--- config.mk ---
export PLATFORM = sky130hd
export DESIGN_NAME = chained_hash_key_value_table
export DESIGN_NICKNAME = d
export VERILOG_FILES = /design/src/rtl/chkv_pkg.sv /design/src/rtl/chkv_ram.sv /design/src/rtl/chkv_mod.sv /design/src/rtl/chkv_dp.sv /design/src/rtl/chkv_ctrl.sv /design/src/rtl/chained_hash_key_value_table.sv
export SDC_FILE = /design/constraint.sdc
export NUM_CORES = 2
export LEC_CHECK = 0
export ABC_AREA = 1
export BUFFER_PORTS_ARGS = -buffer_cell sky130_fd_sc_hd__buf_4
export CORE_MARGIN = 2
export CORE_UTILIZATION = 63
export CTS_CLUSTER_DIAMETER = 100
export CTS_CLUSTER_SIZE = 28
export DETAILED_ROUTE_END_ITERATION = 12
export PLACE_DENSITY = 0.79
export SYNTH_ARGS = -nofsm -noshare
export SYNTH_HDL_FRONTEND = slang
export SYNTH_SLANG_ARGS = --single-unit
--- constraint.sdc ---
create_clock -name clk -period 8.64 [get_ports clk]
set_input_delay 0.432 -clock clk [delete_from_list [all_inputs] [get_ports clk]]
set_output_delay 0.432 -clock clk [all_outputs]
set_load 0.02 [all_outputs]
--- src/rtl/chkv_pkg.sv ---
// ----------------------------------------------------------------------------
// chkv_pkg
// Shared codes, widths and controller/datapath handshake types for the
// chained hash key-value table.
// ----------------------------------------------------------------------------
package chkv_pkg;

    localparam int FUNC_W = 2;
    localparam int KEY_W  = 32;
    localparam int VAL_W  = 32;
    localparam int STAT_W = 3;

    // Operation codes; the unused code behaves as a search
    localparam logic [FUNC_W-1:0] FN_INSERT = 2'd0;
    localparam logic [FUNC_W-1:0] FN_REMOVE = 2'd1;
    localparam logic [FUNC_W-1:0] FN_SEARCH = 2'd2;

    // Result status codes
    localparam logic [STAT_W-1:0] ST_INSERTED       = 3'd0;
    localparam logic [STAT_W-1:0] ST_REPLACED       = 3'd1;
    localparam logic [STAT_W-1:0] ST_REMOVED        = 3'd2;
    localparam logic [STAT_W-1:0] ST_REMOVE_MISSING = 3'd3;
    localparam logic [STAT_W-1:0] ST_FOUND          = 3'd4;
    localparam logic [STAT_W-1:0] ST_NOT_FOUND      = 3'd5;
    localparam logic [STAT_W-1:0] ST_BUCKET_FULL    = 3'd6;

    // Commands from the controller to the datapath
    typedef struct packed {
        logic load;    // capture the input item and start the hash
        logic clr;     // clear one bucket's valid row during the reset sweep
        logic rd;      // read the hashed bucket's rows
        logic exec;    // compare and build the updated rows
        logic commit;  // write back, update the count, load the result
    } chkv_cmd_t;

    // Status from the datapath to the controller
    typedef struct packed {
        logic mod_done;  // bucket index is ready
        logic clr_last;  // the sweep is at the last bucket
        logic out_busy;  // the result register cannot take a new result
    } chkv_stat_t;

endpackage

--- src/rtl/chkv_ram.sv ---
// ----------------------------------------------------------------------------
// chkv_ram
// Generic single-write, single-read RAM with registered read data.
// ----------------------------------------------------------------------------
module chkv_ram #(
    parameter int WIDTH = 32,
    parameter int DEPTH = 16,
    localparam int AW   = (DEPTH > 1) ? $clog2(DEPTH) : 1
) (
    input  logic             clk,
    input  logic             wr_en,
    input  logic [AW-1:0]    wr_addr,
    input  logic [WIDTH-1:0] wr_data,
    input  logic             rd_en,
    input  logic [AW-1:0]    rd_addr,
    output logic [WIDTH-1:0] rd_data
);

    logic [WIDTH-1:0] mem_reg [DEPTH];
    logic [WIDTH-1:0] rd_data_reg;

    always_ff @(posedge clk)
    begin
        if (wr_en)
        begin
            mem_reg[wr_addr] <= wr_data;
        end
        if (rd_en)
        begin
            rd_data_reg <= mem_reg[rd_addr];
        end
    end

    assign rd_data = rd_data_reg;

endmodule

--- src/rtl/chkv_mod.sv ---
// ----------------------------------------------------------------------------
// chkv_mod
// Bucket index unit: key modulo BUCKETS. A power-of-two bucket count is a
// registered mask; any other count is reduced two key bits a cycle.
// ----------------------------------------------------------------------------
module chkv_mod #(
    parameter int BUCKETS = 16,
    localparam int BW     = (BUCKETS > 1) ? $clog2(BUCKETS) : 1
) (
    input  logic                     clk,
    input  logic                     rst_n,
    input  logic                     start,
    input  logic [chkv_pkg::KEY_W-1:0] key,
    output logic [BW-1:0]            bucket,
    output logic                     done
);

    import chkv_pkg::*;

    logic [BW-1:0] rem_reg;
    logic          done_reg;

    generate
        if ((BUCKETS & (BUCKETS - 1)) == 0)
        begin : g_mask
            always_ff @(posedge clk or negedge rst_n)
            begin
                if (!rst_n)
                begin
                    done_reg <= 1'b0;
                end
                else
                begin
                    done_reg <= start;
                end
            end

            always_ff @(posedge clk)
            begin
                if (start)
                begin
                    rem_reg <= BW'(key & KEY_W'(BUCKETS - 1));
                end
            end
        end
        else
        begin : g_iter
            localparam int STEPS = KEY_W / 2;
            localparam int SW    = $clog2(STEPS);
            localparam logic [BW+1:0] B1 = (BW + 2)'(BUCKETS);
            localparam logic [BW+1:0] B2 = (BW + 2)'(2 * BUCKETS);
            localparam logic [BW+1:0] B3 = (BW + 2)'(3 * BUCKETS);

            logic [KEY_W-1:0] shift_reg;
            logic [SW-1:0]    step_reg;
            logic             busy_reg;
            logic [BW+1:0]    part;
            logic [BW+1:0]    part_red;

            // Fold in the next two key bits, then reduce below BUCKETS
            always_comb
            begin
                part = {rem_reg, shift_reg[KEY_W-1 -: 2]};
                if (part >= B3)
                begin
                    part_red = part - B3;
                end
                else if (part >= B2)
                begin
                    part_red = part - B2;
                end
                else if (part >= B1)
                begin
                    part_red = part - B1;
                end
                else
                begin
                    part_red = part;
                end
            end

            always_ff @(posedge clk or negedge rst_n)
            begin
                if (!rst_n)
                begin
                    busy_reg <= 1'b0;
                    done_reg <= 1'b0;
                    step_reg <= '0;
                end
                else
                begin
                    done_reg <= 1'b0;
                    if (start)
                    begin
                        busy_reg <= 1'b1;
                        step_reg <= '0;
                    end
                    else if (busy_reg)
                    begin
                        step_reg <= step_reg + 1'b1;
                        if (step_reg == SW'(STEPS - 1))
                        begin
                            busy_reg <= 1'b0;
                            done_reg <= 1'b1;
                        end
                    end
                end
            end

            always_ff @(posedge clk)
            begin
                if (start)
                begin
                    shift_reg <= key;
                    rem_reg   <= '0;
                end
                else if (busy_reg)
                begin
                    shift_reg <= {shift_reg[KEY_W-3:0], 2'b00};
                    rem_reg   <= part_red[BW-1:0];
                end
            end
        end
    endgenerate

    assign bucket = rem_reg;
    assign done   = done_reg;

endmodule

--- src/rtl/chkv_dp.sv ---
// ----------------------------------------------------------------------------
// chkv_dp
// Datapath: input capture, bucket index, slot row memories, way compare,
// row update, entry count and the result register.
// ----------------------------------------------------------------------------
module chkv_dp #(
    parameter int BUCKETS = 16,
    parameter int WAYS    = 4
) (
    input  logic                          clk,
    input  logic                          rst_n,
    input  chkv_pkg::chkv_cmd_t           cmd,
    output chkv_pkg::chkv_stat_t          stat,
    input  logic [chkv_pkg::FUNC_W-1:0]   in_func,
    input  logic [chkv_pkg::KEY_W-1:0]    in_key,
    input  logic [chkv_pkg::VAL_W-1:0]    in_value,
    output logic                          out_valid,
    input  logic                          out_ready,
    output logic [chkv_pkg::STAT_W-1:0]   out_status,
    output logic                          out_empty
);

    import chkv_pkg::*;

    localparam int BW = (BUCKETS > 1) ? $clog2(BUCKETS) : 1;
    localparam int WW = (WAYS > 1) ? $clog2(WAYS) : 1;
    localparam int CW = $clog2(BUCKETS * WAYS + 1);

    logic [FUNC_W-1:0]     func_reg;
    logic [KEY_W-1:0]      key_reg;
    logic [VAL_W-1:0]      value_reg;
    logic [BW-1:0]         bucket;
    logic                  mod_done;
    logic [BW-1:0]         clr_addr_reg;
    logic [CW-1:0]         count_reg;

    logic [WAYS-1:0]       vrow;
    logic [WAYS*KEY_W-1:0] krow;
    logic [WAYS*VAL_W-1:0] drow;

    logic [WAYS-1:0]       vrow_next;
    logic [WAYS*KEY_W-1:0] krow_next;
    logic [WAYS*VAL_W-1:0] drow_next;
    logic [STAT_W-1:0]     status_next;
    logic [CW-1:0]         count_next;
    logic                  wr_next;

    logic [WAYS-1:0]       vrow_new_reg;
    logic [WAYS*KEY_W-1:0] krow_new_reg;
    logic [WAYS*VAL_W-1:0] drow_new_reg;
    logic [STAT_W-1:0]     status_new_reg;
    logic [CW-1:0]         count_new_reg;
    logic                  wr_reg;

    logic                  out_valid_reg;
    logic [STAT_W-1:0]     out_status_reg;
    logic                  out_empty_reg;

    logic [WAYS-1:0]       hit_vec;
    logic                  hit_any;
    logic                  free_any;
    logic [WW-1:0]         hit_idx;
    logic [WW-1:0]         free_idx;

    logic                  v_wr_en;
    logic [BW-1:0]         v_wr_addr;
    logic [WAYS-1:0]       v_wr_data;
    logic                  row_wr_en;

    chkv_mod #(.BUCKETS(BUCKETS)) u_mod (
        .clk    (clk),
        .rst_n  (rst_n),
        .start  (cmd.load),
        .key    (in_key),
        .bucket (bucket),
        .done   (mod_done)
    );

    // Capture the item on accept
    always_ff @(posedge clk)
    begin
        if (cmd.load)
        begin
            func_reg  <= in_func;
            key_reg   <= in_key;
            value_reg <= in_value;
        end
    end

    always_ff @(posedge clk or negedge rst_n)
    begin
        if (!rst_n)
        begin
            clr_addr_reg <= '0;
        end
        else if (cmd.clr)
        begin
            clr_addr_reg <= clr_addr_reg + 1'b1;
        end
    end

    assign row_wr_en = cmd.commit & wr_reg;
    assign v_wr_en   = row_wr_en | cmd.clr;
    assign v_wr_addr = cmd.clr ? clr_addr_reg : bucket;
    assign v_wr_data = cmd.clr ? '0 : vrow_new_reg;

    chkv_ram #(.WIDTH(WAYS), .DEPTH(BUCKETS)) u_valid_ram (
        .clk     (clk),
        .wr_en   (v_wr_en),
        .wr_addr (v_wr_addr),
        .wr_data (v_wr_data),
        .rd_en   (cmd.rd),
        .rd_addr (bucket),
        .rd_data (vrow)
    );

    chkv_ram #(.WIDTH(WAYS * KEY_W), .DEPTH(BUCKETS)) u_key_ram (
        .clk     (clk),
        .wr_en   (row_wr_en),
        .wr_addr (bucket),
        .wr_data (krow_new_reg),
        .rd_en   (cmd.rd),
        .rd_addr (bucket),
        .rd_data (krow)
    );

    chkv_ram #(.WIDTH(WAYS * VAL_W), .DEPTH(BUCKETS)) u_value_ram (
        .clk     (clk),
        .wr_en   (row_wr_en),
        .wr_addr (bucket),
        .wr_data (drow_new_reg),
        .rd_en   (cmd.rd),
        .rd_addr (bucket),
        .rd_data (drow)
    );

    // Way compare and lowest free way
    always_comb
    begin
        hit_idx  = '0;
        free_idx = '0;
        for (int w = 0; w < WAYS; w++)
        begin
            hit_vec[w] = vrow[w] && (krow[w*KEY_W +: KEY_W] == key_reg);
        end
        for (int w = WAYS - 1; w >= 0; w--)
        begin
            if (hit_vec[w])
            begin
                hit_idx = WW'(w);
            end
            if (!vrow[w])
            begin
                free_idx = WW'(w);
            end
        end
        hit_any  = |hit_vec;
        free_any = ~&vrow;
    end

    // Build the updated rows and the result
    always_comb
    begin
        vrow_next   = vrow;
        krow_next   = krow;
        drow_next   = drow;
        count_next  = count_reg;
        wr_next     = 1'b0;
        status_next = hit_any ? ST_FOUND : ST_NOT_FOUND;
        unique case (func_reg)
            FN_INSERT:
            begin
                if (hit_any)
                begin
                    drow_next[hit_idx*VAL_W +: VAL_W] = value_reg;
                    wr_next     = 1'b1;
                    status_next = ST_REPLACED;
                end
                else if (free_any)
                begin
                    vrow_next[free_idx] = 1'b1;
                    krow_next[free_idx*KEY_W +: KEY_W] = key_reg;
                    drow_next[free_idx*VAL_W +: VAL_W] = value_reg;
                    count_next  = count_reg + 1'b1;
                    wr_next     = 1'b1;
                    status_next = ST_INSERTED;
                end
                else
                begin
                    status_next = ST_BUCKET_FULL;
                end
            end
            FN_REMOVE:
            begin
                if (hit_any)
                begin
                    vrow_next[hit_idx] = 1'b0;
                    if (count_reg != '0)
                    begin
                        count_next = count_reg - 1'b1;
                    end
                    wr_next     = 1'b1;
                    status_next = ST_REMOVED;
                end
                else
                begin
                    status_next = ST_REMOVE_MISSING;
                end
            end
            default:
            begin
                status_next = hit_any ? ST_FOUND : ST_NOT_FOUND;
            end
        endcase
    end

    always_ff @(posedge clk)
    begin
        if (cmd.exec)
        begin
            vrow_new_reg   <= vrow_next;
            krow_new_reg   <= krow_next;
            drow_new_reg   <= drow_next;
            status_new_reg <= status_next;
            count_new_reg  <= count_next;
        end
    end

    always_ff @(posedge clk or negedge rst_n)
    begin
        if (!rst_n)
        begin
            wr_reg        <= 1'b0;
            count_reg     <= '0;
            out_valid_reg <= 1'b0;
        end
        else
        begin
            if (cmd.exec)
            begin
                wr_reg <= wr_next;
            end
            if (cmd.commit)
            begin
                count_reg     <= count_new_reg;
                out_valid_reg <= 1'b1;
            end
            else if (out_ready)
            begin
                out_valid_reg <= 1'b0;
            end
        end
    end

    always_ff @(posedge clk)
    begin
        if (cmd.commit)
        begin
            out_status_reg <= status_new_reg;
            out_empty_reg  <= (count_new_reg == '0);
        end
    end

    assign stat.mod_done = mod_done;
    assign stat.clr_last = (clr_addr_reg == BW'(BUCKETS - 1));
    assign stat.out_busy = out_valid_reg & ~out_ready;

    assign out_valid  = out_valid_reg;
    assign out_status = out_status_reg;
    assign out_empty  = out_empty_reg;

endmodule

--- src/rtl/chkv_ctrl.sv ---
// ----------------------------------------------------------------------------
// chkv_ctrl
// Controller: clearing sweep after reset, then accept, hash, read, compare
// and write-back for one item at a time.
// ----------------------------------------------------------------------------
module chkv_ctrl (
    input  logic                 clk,
    input  logic                 rst_n,
    input  logic                 in_valid,
    output logic                 in_ready,
    output chkv_pkg::chkv_cmd_t  cmd,
    input  chkv_pkg::chkv_stat_t stat
);

    import chkv_pkg::*;

    localparam logic [2:0] S_CLEAR = 3'd0;
    localparam logic [2:0] S_IDLE  = 3'd1;
    localparam logic [2:0] S_HASH  = 3'd2;
    localparam logic [2:0] S_READ  = 3'd3;
    localparam logic [2:0] S_EXEC  = 3'd4;
    localparam logic [2:0] S_WRITE = 3'd5;

    logic [2:0] state_reg;
    logic [2:0] state_next;

    always_comb
    begin
        state_next = state_reg;
        cmd        = '0;
        in_ready   = 1'b0;
        unique case (state_reg)
            S_CLEAR:
            begin
                cmd.clr = 1'b1;
                if (stat.clr_last)
                begin
                    state_next = S_IDLE;
                end
            end
            S_IDLE:
            begin
                in_ready = 1'b1;
                if (in_valid)
                begin
                    cmd.load   = 1'b1;
                    state_next = S_HASH;
                end
            end
            S_HASH:
            begin
                if (stat.mod_done)
                begin
                    state_next = S_READ;
                end
            end
            S_READ:
            begin
                cmd.rd     = 1'b1;
                state_next = S_EXEC;
            end
            S_EXEC:
            begin
                cmd.exec   = 1'b1;
                state_next = S_WRITE;
            end
            S_WRITE:
            begin
                // hold the write-back until the result register is free
                if (!stat.out_busy)
                begin
                    cmd.commit = 1'b1;
                    state_next = S_IDLE;
                end
            end
            default:
            begin
                state_next = S_IDLE;
            end
        endcase
    end

    always_ff @(posedge clk or negedge rst_n)
    begin
        if (!rst_n)
        begin
            state_reg <= S_CLEAR;
        end
        else
        begin
            state_reg <= state_next;
        end
    end

endmodule

--- src/rtl/chained_hash_key_value_table.sv ---
// ----------------------------------------------------------------------------
// chained_hash_key_value_table
// Key-value store: key modulo BUCKETS picks a bucket of WAYS slots.
// ----------------------------------------------------------------------------
// Input channel s_axis: one operation per item. tuser carries the operation
// (0 insert or update, 1 remove, 2 or 3 search); tdata carries key and value.
// Output channel m_axis: exactly one result per item, in order, with the
// status code and a flag that is set when the table holds no entry.
// Items are processed one at a time: after the accepting edge the controller
// steps through the hash, row read, compare and write-back states, and only
// then accepts the next item; any BUCKETS that is not a power of two makes
// the hash step wait for the two-bits-a-cycle modulo unit. The bucket row read
// and the single write-back port of the slot memories set this sequence.
// Reset clears the control state, then a clearing pass zeroes the valid row
// of each bucket, one per cycle; s_axis_tready stays low during the pass.
// The result sits in an output register, so a new item is accepted while
// it waits; when the receiver stalls, the next write-back waits for that
// register and s_axis_tready stays low.
// ----------------------------------------------------------------------------
module chained_hash_key_value_table #(
    parameter int BUCKETS = 16,
    parameter int WAYS    = 4
) (
    input  logic        clk,
    input  logic        rst_n,
    input  logic        s_axis_tvalid,
    output logic        s_axis_tready,
    input  logic [63:0] s_axis_tdata,   // key[31:0], value[63:32]
    input  logic [1:0]  s_axis_tuser,   // func[1:0]
    output logic        m_axis_tvalid,
    input  logic        m_axis_tready,
    output logic [7:0]  m_axis_tdata    // status[2:0], table_empty[3], zero[7:4]
);

    import chkv_pkg::*;

    chkv_cmd_t         cmd;
    chkv_stat_t        stat;
    logic [STAT_W-1:0] status;
    logic              table_empty;

    chkv_ctrl u_ctrl (
        .clk      (clk),
        .rst_n    (rst_n),
        .in_valid (s_axis_tvalid),
        .in_ready (s_axis_tready),
        .cmd      (cmd),
        .stat     (stat)
    );

    chkv_dp #(.BUCKETS(BUCKETS), .WAYS(WAYS)) u_dp (
        .clk        (clk),
        .rst_n      (rst_n),
        .cmd        (cmd),
        .stat       (stat),
        .in_func    (s_axis_tuser),
        .in_key     (s_axis_tdata[KEY_W-1:0]),
        .in_value   (s_axis_tdata[KEY_W +: VAL_W]),
        .out_valid  (m_axis_tvalid),
        .out_ready  (m_axis_tready),
        .out_status (status),
        .out_empty  (table_empty)
    );

    assign m_axis_tdata = {4'b0000, table_empty, status};

endmodule

== After elaboration in Yosys (flattened, before gate mapping) ==
Memories as Yosys holds them, arrays and structs flattened. A register that Yosys moved wholly into a read port is not among the register bits.
Index checks and enable logic that the tools add are counted.

* Register bits: 201
* Memories kept: 2
* Memory bits (writable): 2112
* Input port bits: 70

{| class="wikitable"
|+ Memories
! name !! depth !! width !! rd ports !! clocked after memory_dff !! write ports !! line !! source
|-
| u_dp.u_key_ram.mem_reg || 16 || 128 || 1 || 1 || 1 || chkv_ram.sv:19 || <nowiki>logic [WIDTH-1:0] mem_reg [DEPTH];</nowiki>
|-
| u_dp.u_valid_ram.mem_reg || 16 || 4 || 1 || 1 || 1 || chkv_ram.sv:19 ||
|}

* Shift-type cells: 2
* Add/sub/neg operators: 4
* Bitwise logic cells: 7
* Order comparisons: 4
* Mux-type cells: 55
* Equal/unequal tests: 15
* Reductions and logical operators: 14

{| class="wikitable"
|+ Operator list
! cell !! number
|-
| $mux W128 || 3
|-
| $bwmux W128 || 1
|-
| $eq A32 B32 Y1 || 4
|-
| $shift A32 B34 Y128 const A || 1
|-
| $shiftx A32 B34 Y128 || 1
|-
| $neg A7 Y34 || 1
|-
| $mux W7 || 4
|-
| $mux W1 || 21
|-
| $mux W4 || 5
|-
| $mux W3 || 6
|-
| $pmux W3 S6 || 1
|-
| $mux W2 || 8
|-
| $pmux W7 S2 || 1
|-
| $pmux W4 S2 || 1
|-
| $reduce_and A4 Y1 || 2
|-
| $add A7 B1 Y7 const B || 1
|-
| $logic_not A7 Y1 || 1
|-
| $reduce_bool A7 Y1 || 1
|-
| $sub A7 B1 Y7 const B || 1
|-
| $eq A3 B2 Y1 const B || 2
|-
| $eq A3 B3 Y1 const B || 2
|-
| $logic_and A1 B1 Y1 || 6
|-
| $lt A2 B3 Y1 const B || 2
|-
| $ne A2 B2 Y1 const B || 3
|-
| 19 further kinds || 22
|}

== Longest topological paths before layout ==
* Depth in word-level cells: 14
* Depth in mapped cells: 19
* Mapped depth without buffers: 16

== Modules after synthesis ==
From an unflattened synthesis, not the netlist that was laid out.

* Cells, all modules: 10317
* Area total of the unflattened synthesis: 107553.2 um^2

{| class="wikitable"
|+ Modules (own cells, without submodules)
! module !! cells an instance !! area an instance (um^2) !! instances
|-
| chkv_ram at u_dp.u_key_ram || 7786 || 88899.0 || 1
|-
| chkv_dp || 2193 || 15215.8 || 1
|-
| chkv_ram at u_dp.u_valid_ram || 290 || 3006.6 || 1
|-
| chkv_ctrl || 37 || 245.2 || 1
|-
| chkv_mod || 5 || 145.1 || 1
|-
| chained_hash_key_value_table || 6 || 41.3 || 1
|}

== Worst setup path after synthesis ==
No wires, ideal clock.

* Path type: flip-flop to flip-flop
* Start: register u_dp.u_mod.rem_reg[1], in the netlist u_dp.u_mod.bucket[1]
* End: memory u_dp.u_key_ram.mem_reg[13][0] (netlist name), enable pin
* Arrival: 6778 ps
* Stages on the path, launching flop included: 7
* Data required time: 8023 ps
* Path slack: 1245 ps
* Path buffers: 3
* Cell sequence: edfxtp_1 buf_4 nor2_1 clkbuf_1 buf_2 nand2_1 nor2_1

{| class="wikitable"
|+ RTL lines
! item !! line !! source
|-
| start, declared || chkv_mod.sv:20 || <nowiki>logic [BW-1:0] rem_reg;</nowiki>
|-
| start signal, assigned || chkv_mod.sv:42 || <nowiki>rem_reg <= BW'(key & KEY_W'(BUCKETS - 1));</nowiki>
|-
| end, declared || chkv_ram.sv:19 ||
|}

No word-level cell before the write port.

== Worst setup path after layout ==
* Start: register u_dp.key_reg[30]
* End: register u_dp.krow_new_reg[100], data pin

* Word-level cells in the longest chain between the ends: 5
* Elaborated cells between the ends (all ways): 14
* Those cells by class: eq/ne: 4; shift: 1; mux: 4; reduce/logical: 5

{| class="wikitable"
|+ RTL lines
! item !! line !! source
|-
| start, declared || chkv_dp.sv:30 || <nowiki>logic [KEY_W-1:0] key_reg;</nowiki>
|-
| start signal, assigned || chkv_dp.sv:85 || <nowiki>key_reg <= in_key;</nowiki>
|-
| $shiftx A32 B34 Y128 / $eq A32 B32 Y1 (equally long branches) || chkv_dp.sv:182, chkv_dp.sv:144 ||
|-
| $bwmux W128 / $logic_and A1 B1 Y1 (equally long branches) || chkv_dp.sv:182, chkv_dp.sv:144 ||
|-
| $mux W128 / $reduce_or A4 Y1 (equally long branches) || chkv_dp.sv:179, chkv_dp.sv:157 ||
|-
| $mux W128 (*) || chkv_dp.sv:173 || <nowiki>if (hit_any)</nowiki>
|-
| $mux W128 (*) || chkv_dp.sv:170 || <nowiki>unique case (func_reg)</nowiki>
|-
| via u_dp.krow_next[100] || chkv_dp.sv:42 || <nowiki>logic [WAYS*KEY_W-1:0] krow_next;</nowiki>
|-
| end signal, assigned || chkv_dp.sv:222 || <nowiki>krow_new_reg <= krow_next;</nowiki>
|-
| end, declared || chkv_dp.sv:49 || <nowiki>logic [WAYS*KEY_W-1:0] krow_new_reg;</nowiki>
|}

The timed path passes the listed nets; every way through them passes the cells marked *.
A chain may end at the register's enable or synchronous reset.

==> results.sh <==
export IMPL_status="finished, final reports clean"
export IMPL_fillers=9665
export IMPL_cp_arrival_ns=5.49
export IMPL_avgSynthCellArea_um2=15.16
export IMPL_ys_types=44
export IMPL_wl_mm=249.7
export IMPL_synth_fa_ha_area_frac=0.001191
export IMPL_worstSetupEndpointType="flop"
export IMPL_cellInternalPower_mw=17.35
export IMPL_p_leak_nw=31.46
export IMPL_grt_pass1_wl_mm=358.4
export IMPL_nets=6184
export IMPL_critical_path_class="reg2reg"
export IMPL_worstSetupStartpointType="flop"
export IMPL_postLayoutCellArea_mm2=0.09951
export IMPL_synth_top_family_by_area="compound AO/OA/AOI/OAI gates"
export IMPL_rows=142
export IMPL_crit_fanout=37
export IMPL_wl_per_cell_um=30.68
export IMPL_gr_total_overflow=0
export IMPL_die_h_um=391.4
export IMPL_max_cap_viol_count=0
export IMPL_hold_path_class="in2async"
export IMPL_drc=0
export IMPL_vias=57410
export IMPL_synth_xor_area_share=0.008060
export IMPL_synth_edf_count=2424
export IMPL_power_frac_clock=0.221
export IMPL_final_max_slew_viol_count=0
export IMPL_synth_area_mm2=0.09453
export IMPL_finalSetupViolations=0
export IMPL_clkSinkCount=2441
export IMPL_largest_register_ffs=2048
export IMPL_drive_gt1_frac=0.06194
export IMPL_antenna_found_initial=4
export IMPL_rsz0062_at_grt="false"
export IMPL_die_area_mm2=0.1532
export IMPL_clk_latency_ns=0.79
export IMPL_htree_levels=3
export IMPL_grt_util_all_layers=0.3213
export IMPL_switchingPower_mw=7.336
export IMPL_fin_skew_ns=0.06239
export IMPL_dpl_cell_area_mm2=0.09655
export IMPL_post_cts_repair_setup_buffers=0
export IMPL_syn_inst=6237
export IMPL_power_mw=24.69
export IMPL_place_congestion=0.8672
export IMPL_final_setup_tns_ns=0
export IMPL_synth_warnings=0
export IMPL_cts_resized=0
export IMPL_drtIter0Drc=10170
export IMPL_clockBufferDepth=3
export IMPL_synthMuxAreaShare=0
export IMPL_hpwl_mm=124.2
export IMPL_ir_worst_vdd_v=0.0002682
export IMPL_yosys_area_share_simple=0.05715
export IMPL_start_util=0.6327
export IMPL_root_buffer="clkbuf_16"
export IMPL_ios=80
export IMPL_die_w_um=391.4
export IMPL_reg2regPathDepth=12
export IMPL_worst_slack_ns=3.771
export IMPL_syn2layout_area_growth_pct=5.266
export IMPL_power_frac_comb=0.179
export IMPL_clkTransAtPathRegs_ns=0.11
export IMPL_dp_slack_ns=4.011
export IMPL_fmax_mhz=205.4
export IMPL_yosysSeqAreaShare=0.7745
export IMPL_finalCritPeriodShare=0.5636
export IMPL_viasPerCell=7.054
export IMPL_synth_seq_cells=2441
export IMPL_cts_tree="built"
export IMPL_grt_max_degree=201
export IMPL_grt_pass1_vias=54700
export IMPL_layout_min_cycle_time_ns=4.869
export IMPL_drtPass1Iterations=11
export IMPL_async_flop_share=0.006964
export IMPL_port_buffers=43
export IMPL_numCtsBuffers=97
export IMPL_utilization=0.6660
export IMPL_seq_power_share=0.600
export IMPL_switching_share=0.2972
export IMPL_synth_compound_area_share=0.1306
export IMPL_antenna_left=0
export IMPL_worstPathRequired_ns=9.26
export IMPL_ys_flop_type="edfxtp_1"
export IMPL_core_area_mm2=0.1494
export IMPL_slew_headroom=0.1555
export IMPL_ctsHoldBuffers=36
export IMPL_hold_viol=0
export IMPL_p_per_area_mw_per_mm2=248.1
export IMPL_worst_pin_slew_ns=1.264
-- routing by layer --
layer | part of all wire | track usage
met1 | 0.35 | 0.4531
met2 | 0.46 | 0.4920
met3 | 0.15 | 0.07845
met4 | 0.042 | 0.1205
met5 | 0.00075 | 0
-- power by group through the flow --
stage | registers, mW | logic [mW] | clock network [mW]
2_1_floorplan | 14.7 | 2.86 | 0
3_3_place_gp | 15.0 | 4.13 | 0
3_5_place_dp | 15.0 | 4.24 | 0
4_1_cts | 14.8 | 4.28 | 5.44
5_1_grt | 14.9 | 4.70 | 5.82
6_report | 14.8 | 4.42 | 5.45
-- worst max-delay path, cell delays in order, from the launching register on --
cell	delay, ns
edfxtp_1	0.77
xnor2_1	0.58
nand2_1	0.21
nor2_1	0.15
nand2_1	0.07
nor2_1	0.66
nand3_1	0.22
nand2_2	0.33
nor2_8	0.11
nand3b_4	0.56
buf_4	0.72
nand2_1	0.17
o21ai_2	0.11
-- cells in the mapped netlist, types with 3 or more instances --
cell	count	area, um^2
xor2_1	10	87.58
o21ai_1	31	155.2
buf_1	48	180.2
buf_6	34	382.9
inv_2	18	67.56
nor4_1	3	18.77
nand4_1	60	375.4
dfrtp_1	17	425.4
nand2_2	3	18.77
clkbuf_1	250	938.4
nand3_1	66	330.3
o21ai_2	64	560.5
a22oi_1	1056	7928
nor3_1	6	30.03
xnor2_1	77	674.4
inv_1	160	600.6
nor2_1	159	596.8
buf_2	60	300.3
ha_1	9	112.6
and2_1	9	56.30
clkinv_1	3	11.26
a21oi_1	533	2668
inv_4	3	18.77
nand2_1	754	2830
or4_1	133	998.5
edfxtp_1	2424	72790
o21ai_0	202	1011
buf_4	26	195.2
-- final timing paths --
| check | startpoint | endpoint | slack (ns) |
|---|---|---|---|
| worst min register to register | u_dp.status_new_reg[2]$_DFFE_PN_ | u_dp.out_status[2]$_DFFE_PP_ | 0.43 |
| min in group clk | s_axis_tvalid | u_ctrl.state_reg[1]$_DFFE_PN0P_ | 0.11 |
| worst max-delay path | u_dp.key_reg[30]$_DFFE_PP_ | u_dp.krow_new_reg[100]$_DFFE_PN_ | 3.77 |
| max in group asynchronous | rst_n | u_dp.count_reg[2]$_DFFE_PN0P_ | 8.35 |
| worst max register to register | u_dp.key_reg[30]$_DFFE_PP_ | u_dp.krow_new_reg[100]$_DFFE_PN_ | 3.77 |
| worst min-delay path | rst_n | u_dp.wr_reg$_DFFE_PN0N_ | 0.08 |
-- final cells by class --
| cell class | instances | area, um^2 | area share |
|---|---|---|---|
| diodes | 3 | 7.507 | 0.00007544 |
| well taps | 2016 | 2522 | 0.02535 |
| clock buffers | 103 | 2450 | 0.02462 |
| clock inverters | 10 | 143.9 | 0.001446 |
| flip-flops and latches | 2441 | 73220 | 0.7357 |
| repair buffers | 184 | 1597 | 0.01604 |
| multi-input cells | 3197 | 18850 | 0.1894 |
| inverters | 184 | 728.2 | 0.007318 |
-- cells in the final DEF, fill, tap and decap left out, types with 5 or more instances in the layout --
cell           Yosys  routed
a21oi_1          533     533
a22oi_1         1056    1056
and2_1             9       9
buf_12             0      10
buf_4             26     138
clkbuf_1         250       6
clkbuf_16          0      97
clkinv_1           3       5
dfrtp_1           17      17
dlygate4sd3_1      0      36
edfxtp_1        2424    2424
ha_1               9       7
inv_1            160     158
inv_2             18      14
inv_6              0       7
nand2_1          754     753
nand3_1           66      66
nand4_1           60      60
nor2_1           159     137
nor2_4             1      24
nor3_1             6       6
o21ai_0          202     202
o21ai_1           31      31
o21ai_2           64      64
or4_1            133     133
xnor2_1           77      77
xor2_1            10      10
-- stage by stage --
| step | cells | hold slack, ns |
|---|---|---|
| detailed placement | 7986 | 0.3170 |
| global placement | 7986 | 0.3146 |
| global route | 8136 | 0.09744 |
| floorplan | 6240 | 0.1364 |
| finish | 8138 | 0.08401 |
| CTS | 8135 | 0.05645 |
-- cell families (layout without fill, tap and decap cells) --
| kind of cell | after synthesis | after routing |
|---|---|---|
| adders and majority gates | 9 | 9 |
| DFF | 2441 | 2441 |
| and+or+nand+nor | 1208 | 1208 |
| other | 1 | 7 |
| AOI/OAI and AO/OA | 1889 | 1889 |
| xor gates and xnor gates | 87 | 87 |
| buffers and inverters | 602 | 481 |
(Power assumes the default switching activity.)
